File: src/hss_pkg.sv
package hss_pkg;

    localparam int unsigned COUNT_W = 16;
    localparam int unsigned PHASE_W = 3;
    localparam int unsigned COIL_W  = 4;
    localparam int unsigned CFG_ADDR_W = 1;

    localparam logic [COUNT_W-1:0] COUNT_MAX = '1;

    localparam logic [COUNT_W-1:0] DEBOUNCE_RESET    = 16'd50;
    localparam logic [COUNT_W-1:0] STEP_PERIOD_RESET = 16'd100;

    // configuration register indexes
    localparam logic [CFG_ADDR_W-1:0] CFG_DEBOUNCE_TICKS    = 1'd0;
    localparam logic [CFG_ADDR_W-1:0] CFG_STEP_PERIOD_TICKS = 1'd1;

    localparam logic [COIL_W-1:0] COILS_OFF = 4'b0000;

    // eight-phase half-step coil pattern, bit0 = coil one
    function automatic logic [COIL_W-1:0] hss_phase_coils(input logic [PHASE_W-1:0] idx);
        logic [COIL_W-1:0] coils;
        case (idx)
            3'd0:    coils = 4'b1000;
            3'd1:    coils = 4'b1100;
            3'd2:    coils = 4'b0100;
            3'd3:    coils = 4'b0110;
            3'd4:    coils = 4'b0010;
            3'd5:    coils = 4'b0011;
            3'd6:    coils = 4'b0001;
            3'd7:    coils = 4'b1001;
            default: coils = COILS_OFF;
        endcase
        return coils;
    endfunction

endpackage

File: src/hss_debounce.sv
module hss_debounce
    import hss_pkg::*;
(
    input  logic               i_clk,
    input  logic               i_rst_n,
    input  logic               i_en,
    input  logic               i_level,
    input  logic [COUNT_W-1:0] i_debounce_ticks,
    output logic               o_fire
);

    logic               r_prev;
    logic [COUNT_W-1:0] r_count;
    logic               r_taken;

    logic               n_prev;
    logic [COUNT_W-1:0] n_count;
    logic               n_taken;
    logic               taken_base;
    logic               fire;

    always_comb begin
        if (i_level != r_prev) begin
            n_count    = '0;
            taken_base = 1'b0;
        end else begin
            n_count    = (r_count == COUNT_MAX) ? r_count : r_count + 1'b1;
            taken_base = r_taken;
        end
        // one toggle per press: fire once the count passes the threshold
        fire    = i_level && (n_count > i_debounce_ticks) && !taken_base;
        n_taken = taken_base | fire;
        n_prev  = i_level;
    end

    assign o_fire = i_en & fire;

    always_ff @(posedge i_clk) begin
        if (!i_rst_n) begin
            r_prev  <= 1'b0;
            r_count <= '0;
            r_taken <= 1'b0;
        end else if (i_en) begin
            r_prev  <= n_prev;
            r_count <= n_count;
            r_taken <= n_taken;
        end
    end

endmodule

File: src/button_driven_half_step_stepper.sv
// Two-button half-step stepper sequencer. Each input transaction is one
// millisecond tick carrying both sampled button levels; each produces exactly
// one result transaction holding the coil pattern, both lamp states and a
// stepped flag. A debounced press toggles its button's lamp (lighting one
// clears the other); the left lamp walks the eight-phase table forward, the
// right lamp backward, one phase every step_period_ticks ticks. Throughput is
// one tick per clock: the whole update is a single pass of counter, compare
// and table logic into the result register, so the result appears on the
// cycle after the input is taken, and a new tick is taken whenever the result
// register is empty or being drained in the same cycle. Configuration writes
// (index 0 debounce_ticks, index 1 step_period_ticks) take effect immediately.
module button_driven_half_step_stepper
    import hss_pkg::*;
(
    input  logic                  i_clk,
    input  logic                  i_rst_n,

    input  logic                  i_cfg_we,
    input  logic [CFG_ADDR_W-1:0] i_cfg_addr,
    input  logic [COUNT_W-1:0]    i_cfg_data,

    input  logic                  i_in_valid,
    output logic                  o_in_ready,
    input  logic                  i_left_level,
    input  logic                  i_right_level,

    output logic                  o_out_valid,
    input  logic                  i_out_ready,
    output logic [COIL_W-1:0]     o_coil_drive,
    output logic                  o_left_lamp_on,
    output logic                  o_right_lamp_on,
    output logic                  o_stepped
);

    logic [COUNT_W-1:0] r_debounce_ticks;
    logic [COUNT_W-1:0] r_step_period;

    logic               r_left_lamp;
    logic               r_right_lamp;
    logic [PHASE_W-1:0] r_phase;
    logic [COUNT_W-1:0] r_since;
    logic [COIL_W-1:0]  r_coils;

    logic               r_out_valid;
    logic [COIL_W-1:0]  r_out_coils;
    logic               r_out_left;
    logic               r_out_right;
    logic               r_out_stepped;

    logic               n_left_lamp;
    logic               n_right_lamp;
    logic [PHASE_W-1:0] n_phase;
    logic [COUNT_W-1:0] n_since;
    logic [COIL_W-1:0]  n_coils;

    logic               in_acc;
    logic               left_fire;
    logic               right_fire;
    logic               left_mid;
    logic               right_mid;
    logic [COUNT_W-1:0] since_inc;
    logic               step_now;

    assign o_in_ready = !r_out_valid || i_out_ready;
    assign in_acc     = i_in_valid && o_in_ready;

    // configuration
    always_ff @(posedge i_clk) begin
        if (!i_rst_n) begin
            r_debounce_ticks <= DEBOUNCE_RESET;
            r_step_period    <= STEP_PERIOD_RESET;
        end else if (i_cfg_we) begin
            case (i_cfg_addr)
                CFG_DEBOUNCE_TICKS:    r_debounce_ticks <= i_cfg_data;
                CFG_STEP_PERIOD_TICKS: r_step_period    <= i_cfg_data;
                default: ;
            endcase
        end
    end

    hss_debounce u_left_db (
        .i_clk            (i_clk),
        .i_rst_n          (i_rst_n),
        .i_en             (in_acc),
        .i_level          (i_left_level),
        .i_debounce_ticks (r_debounce_ticks),
        .o_fire           (left_fire)
    );

    hss_debounce u_right_db (
        .i_clk            (i_clk),
        .i_rst_n          (i_rst_n),
        .i_en             (in_acc),
        .i_level          (i_right_level),
        .i_debounce_ticks (r_debounce_ticks),
        .o_fire           (right_fire)
    );

    always_comb begin
        // left is handled before right, so right wins when both light up
        left_mid     = r_left_lamp ^ left_fire;
        right_mid    = (left_fire && left_mid) ? 1'b0 : r_right_lamp;
        n_right_lamp = right_mid ^ right_fire;
        n_left_lamp  = (right_fire && n_right_lamp) ? 1'b0 : left_mid;

        since_inc = (r_since == COUNT_MAX) ? r_since : r_since + 1'b1;
        step_now  = (n_left_lamp || n_right_lamp) && (since_inc >= r_step_period);

        n_since = since_inc;
        n_phase = r_phase;
        n_coils = r_coils;
        if (!n_left_lamp && !n_right_lamp) begin
            n_coils = COILS_OFF;
        end else if (step_now) begin
            n_coils = hss_phase_coils(r_phase);
            n_phase = n_left_lamp ? r_phase + 1'b1 : r_phase - 1'b1;
            n_since = '0;
        end
    end

    always_ff @(posedge i_clk) begin
        if (!i_rst_n) begin
            r_left_lamp  <= 1'b0;
            r_right_lamp <= 1'b0;
            r_phase      <= '0;
            r_since      <= '0;
            r_coils      <= COILS_OFF;
        end else if (in_acc) begin
            r_left_lamp  <= n_left_lamp;
            r_right_lamp <= n_right_lamp;
            r_phase      <= n_phase;
            r_since      <= n_since;
            r_coils      <= n_coils;
        end
    end

    // result register
    always_ff @(posedge i_clk) begin
        if (!i_rst_n) begin
            r_out_valid <= 1'b0;
        end else if (o_in_ready) begin
            r_out_valid <= i_in_valid;
        end
    end

    always_ff @(posedge i_clk) begin
        if (in_acc) begin
            r_out_coils   <= n_coils;
            r_out_left    <= n_left_lamp;
            r_out_right   <= n_right_lamp;
            r_out_stepped <= step_now;
        end
    end

    assign o_out_valid     = r_out_valid;
    assign o_coil_drive    = r_out_coils;
    assign o_left_lamp_on  = r_out_left;
    assign o_right_lamp_on = r_out_right;
    assign o_stepped       = r_out_stepped;

    a_lamps_exclusive: assert property (@(posedge i_clk) disable iff (!i_rst_n)
        !(r_left_lamp && r_right_lamp))
        else $error("both lamps lit");

    a_coils_off_when_idle: assert property (@(posedge i_clk) disable iff (!i_rst_n)
        (o_out_valid && !o_left_lamp_on && !o_right_lamp_on) |-> (o_coil_drive == COILS_OFF))
        else $error("coils driven with no lamp lit");

    a_step_clears_count: assert property (@(posedge i_clk) disable iff (!i_rst_n)
        (in_acc && step_now) |=> (r_since == '0))
        else $error("step did not restart the period count");

    a_phase_moves_on_step: assert property (@(posedge i_clk) disable iff (!i_rst_n)
        !(in_acc && step_now) |=> $stable(r_phase))
        else $error("phase moved without a step");

    a_result_follows_accept: assert property (@(posedge i_clk) disable iff (!i_rst_n)
        in_acc |=> o_out_valid)
        else $error("accepted tick produced no result");

endmodule
File: config.mk
export PLATFORM = sky130hd
export DESIGN_NAME = button_driven_half_step_stepper
export DESIGN_NICKNAME = d
export VERILOG_FILES = /design/src/hss_pkg.sv /design/src/hss_debounce.sv /design/src/button_driven_half_step_stepper.sv
export SDC_FILE = /design/constraint.sdc
export NUM_CORES = 1
export LEC_CHECK = 0
export ABC_AREA = 1
export BUFFER_PORTS_ARGS = -buffer_cell sky130_fd_sc_hd__buf_2
export CAP_MARGIN = 10
export CORE_ASPECT_RATIO = 1.1
export CORE_UTILIZATION = 55
export CTS_CLUSTER_SIZE = 16
export DETAILED_ROUTE_END_ITERATION = 10
export GPL_ROUTABILITY_DRIVEN = 0
export PLACE_DENSITY = 0.71
export SLEW_MARGIN = 0
export SYNTH_ARGS = -nofsm -noshare
export SYNTH_HDL_FRONTEND = slang
export SYNTH_HIERARCHICAL = 1
export SYNTH_SLANG_ARGS = --single-unit
File: constraint.sdc
create_clock -name i_clk -period 6.8 [get_ports i_clk]
set_input_delay 0 -clock i_clk [delete_from_list [all_inputs] [get_ports i_clk]]
set_output_delay 0 -clock i_clk [all_outputs]
set_load 0.03 [all_outputs]
# == After elaboration in Yosys (flattened, before gate mapping) ==
# Memories as Yosys holds them, arrays and structs flattened. A register that Yosys moved wholly into a read port is not among the register bits.
# Index checks and enable logic that the tools add are counted.
# word_totals
ff_bits,101
mem_count,1
romBits,32
out_inout_bits,9
inputBits,24
wordCells,75
# op_classes
eq_ne,5
bitwise_logic,8
reduce_logical,19
mux,16
n_lt_le_gt_ge,3
n_addsub,5
# memory_table
memory,words,word_bits,rd,rd_clocked_by_memory_dff,wr,line_no,source
(no name shown),8,4,1,1,0,hss_pkg.sv:22,case (idx)
# op_table
operator,count
16-bit 2-to-1 mux,7
16-bit by 1-bit adder with 16-bit output (second input constant),3
16-bit equality test (second input constant),3
16-bit > comparator,2
16-bit greater-or-equal comparator,1
1-bit logical AND,9
3-bit 2-to-1 mux,3
4-bit 2-to-1 mux,2
1-bit logical NOT,5
1-bit 2-to-1 mux,4
2-bit AND reduction,2
3-bit by 1-bit adder with 3-bit output (second input constant),1
3-bit AND reduction,1
3-bit by 1-bit subtractor with 3-bit output (second input constant),1
1-bit AND,2
1-bit logical OR,2
1-bit != test,2
1-bit NOT,2
1-bit bitwise OR,2
1-bit bitwise XOR,2

# == Longest topological paths before layout ==
# logic_depth
depth_word,19
depth_mapped,34
ltp_nobuf,34

# == By module ==
# The synthesis kept the hierarchy.
# by_module_without_submodules
mod,n_inst,cells_per_inst,seq_area_each_um2,area_each_um2
button_driven_half_step_stepper,1,440,1451.4,3403.3
hss_debounce,2,257,360.3,1657.8

# == Least setup slack after synthesis ==
# Ideal clock, no wire load.
# synth_timing
path_type,register to register
startpoint,register u_left_db.r_count[0]
endpoint,register with a tool-made name
path_slack_ns,3.132
path_stages_with_launch,29
synth_period_minus_slack_ns,3.668
n_path_buf,0
required_time_ns,6.686
t_arrival_ns,3.554
setup_time_ns,0.114
cell_sequence,dfxtp_1 ha_1 nand3_2 nor2_4 nand2_4 inv_2 nand3_4 nand3_1 nand2_1 inv_1 ha_1 a21oi_1 o21ai_0 a21oi_1 nand2_1 nand2_1 a21oi_1 ha_1 inv_1 nand2_1 ha_1 nor2_1 fa_1 inv_1 nand4_1 nand2_1 nand2_1 nand2_1 nand2_1
# synth_rtl
item,line_no,source
from (decl),hss_debounce.sv:13,logic [COUNT_W-1:0] r_count;
from (signal assigned),hss_debounce.sv:45,r_count <= n_count;

==> metrics.csv <==
stage,metric,value,unit
outcome,status,completed,
clock_network,post_cts_buffers,0,
floorplanning,rows,41,
detailed_routing,vias,5879,
clock_network,cts_root_buf,clkbuf_16,
setup_path,worst_setup_path_end_kind,flip-flop,
global_routing,antenna_found_initial,0,
floorplanning,dieArea,0.0127,sq mm
clock_network,path_clk_slew,0.07,ns
setup_path,cp.arrival,4.47,ns
yosys,async_reset_ff_frac,0,
floorplanning,ios,33,
yosys,syn-cell-area,0.00672,sq mm
floorplanning,coreArea,0.0117,sq mm
yosys,netlist_instances,954,
floorplanning,die_y,118,microns
timing,setup_viol,0,
global_routing,grt_usage,0.251,
setup_path,max_stage_delay,0.41,ns
setup_path,crit_slowest_cell,dfxtp_1,
clock_network,insertion_delay,0.36,ns
detailed_routing,drt_first_pass_iters,5,
global_routing,grt_overflow_total,0,
power_and_ir_drop,p_int,1.07,mW
timing,min_period,4.21,ns
power_and_ir_drop,p_comb_frac,0.160,
yosys,yosys_warnings,6,
yosys,synth_edf_count,7,
power_and_ir_drop,worst_ir_drop_vdd,0.181,mV
power_and_ir_drop,p_total,1.50,mW
yosys,ys_seq_elements,105,
setup_path,startpoint_type,flip-flop,
placed_design,dpl.hpwl,10600,microns
yosys,synth-seq-area-share,0.323,
detailed_routing,drt_iter0_drc,330,
clock_network,numCtsBuffers,9,
power_and_ir_drop,static-leakage-power,3.73,nW
timing,skew,0.0103,ns
power_and_ir_drop,net-switching-power,0.428,mW
detailed_routing,routed_via_density,5.12,
placed_design,portBuffers,32,
yosys,synth_top_area_share,0.292,
yosys,synth_nets,1032,
cells_and_area,layout.cells.non_filler,1149,
global_routing,grt_first_pass_wirelength,25400,microns
placed_design,dp.cells,1114,
detailed_routing,drc,0,
floorplanning,die_x,107,microns
clock_network,cts_tree,done,
timing,holdWs,0.143,ns
yosys,synth.avg_cell_area,7.04,sq um
yosys,synth-main-ff-cell,dfxtp_1,
hold_path,hold_class,primary input to flip-flop,
timing,max-slew-margin-rel,0.431,
run,drv_cap,0,
cells_and_area,diodes,0,
detailed_routing,drt_wl_total,14700,microns
cells_and_area,nets,1072,
yosys,ys_types,42,
setup_path,path_class,flip-flop to flip-flop,
detailed_routing,wire_per_inst,12.8,microns
timing,max_freq,237,MHz
yosys,synth_area_leaders,"dfxtp_1 (29%), nand2_1 (11%), ha_1 (9.9%)",
clock_network,cts_hold_buf,19,
setup_path,critPathMostFrequentCell,nand2_1,
clock_network,cts-htree-levels,3,
floorplanning,start_util,0.574,
cells_and_area,fin_util,0.642,
detailed_routing,antenna_left,0,
timing,rsz0062_at_grt,no,
yosys,post-synth-top-count-cell,nand2_1,
cells_and_area,drive_above_1_share,0.124,
power_and_ir_drop,p_clk_frac,0.383,
timing,worst_pin_slew,0.850,ns
timing,timing.final.crit_share,0.620,
global_routing,grt_pass1_vias,5504,
cells_and_area,area_growth,11.8,%
timing,hold_viol,0,
power_and_ir_drop,power_density,200,mW/mm^2
clock_network,cts_resized,0,
setup_path,cp.required,7.05,ns
power_and_ir_drop,seqPwrFrac,0.457,
clock_network,cts_buffer_depth,2,
setup_path,worstPathMaxFanout,9,
power_and_ir_drop,swShare,0.286,
clock_network,cts_num_sinks,105,
yosys,synth_common_cells,"nand2_1 (201), inv_1 (150), dfxtp_1 (98)",
timing,final_max_slew_viol_count,0,
timing,tns,0,ns
yosys,yosys.area.top_type,dfxtp_1,
global_routing,grt_max_degree,79,
## kinds of logic (layout without fill, tap and decap cells)
kind of cell             after synthesis  after routing  share of synthesized area
AND/OR/NAND/NOR                      384            384                      0.272
AO/OA/AOI/OAI                        200            200                      0.161
buffers and inverters                184            229                      0.104
flip-flops                           105            105                      0.323
adder cells (fa/ha/maj)               54             54                      0.102
XOR/XNOR                              27             27                     0.0385
## sequential cells by signal (all words and copies together), names as in the netlist, 3 cells and up, named ones only
signal / cells
o_coil_drive: 4
r_coils: 4
r_debounce_ticks: 16
r_phase: 3
r_since: 16
r_step_period: 16
u_left_db/r_count: 16
u_right_db/r_count: 16
## through the flow
| stage | instance area, sq um | setup WS [ns] |
|---|---|---|
| floorplan | 6720 | 3.13 |
| detailed placement | 6990 | 2.60 |
| global placement | 6990 | 2.68 |
| CTS | 7510 | 2.59 |
| finish | 7510 | 2.59 |
| global route | 7510 | 1.96 |
## power groups by stage
stage          Sequential, mW  Combinational (mW)  Clock (mW)
3_3_place_gp            0.698               0.228           0
5_1_grt                 0.690               0.280       0.608
3_5_place_dp            0.699               0.231           0
4_1_cts                 0.685               0.242       0.586
6_report                0.685               0.241       0.575
2_1_floorplan           0.699               0.170           0
## path summary, 6_finish.rpt
check	slack (ns)	start	end	cells past startpoint
max	2.59	u_left_db/r_count[0]	flip-flop	30
min	0.14	i_cfg_addr	r_debounce_ticks[5]	5
max reg2reg	2.59	u_left_db/r_count[0]	flip-flop	30
min reg2reg	0.46	r_step_period[1]	r_step_period[1]	2
## cell usage in the layout, fill, tap and decap left out, types with 17 or more instances in the layout
cell / n
nand2_1: 201
buf_2: 32
nor2_1: 77
dlygate4sd3_1: 19
inv_1: 149
ha_1: 53
o21ai_0: 72
o21ai_1: 17
nand3_1: 40
a21oi_1: 84
dfxtp_1: 98
## cell type report
cell class,instances,area (sq um)
clock buffers,9,225
clock inverters,7,101
fillers,1095,4190
multi-input cells,665,3850
flip-flops and latches,105,2170
repair buffers,55,380
well taps,150,188
inverters,158,593
## worst max-delay path, delay by kind of cell, from the launching register on
kind | cells | cell delay, ns
buffers and inverters | 5 | 0.49
and+or+nand+nor | 18 | 2.03
adders and majority gates | 4 | 0.85
AOI/OAI and AO/OA | 3 | 0.32
DFF | 1 | 0.41
## metal layers
| layer | vias up | wire length, microns | GRT usage |
|---|---|---|---|
| met5 | - | 0 | 0 |
| met4 | 0 | 389 | 0.106 |
| met3 | 23 | 499 | 0.0293 |
| met2 | 111 | 6680 | 0.407 |
| met1 | 2611 | 7180 | 0.335 |
| li1 | 3134 | - | - |
(Power assumes the default switching activity.)
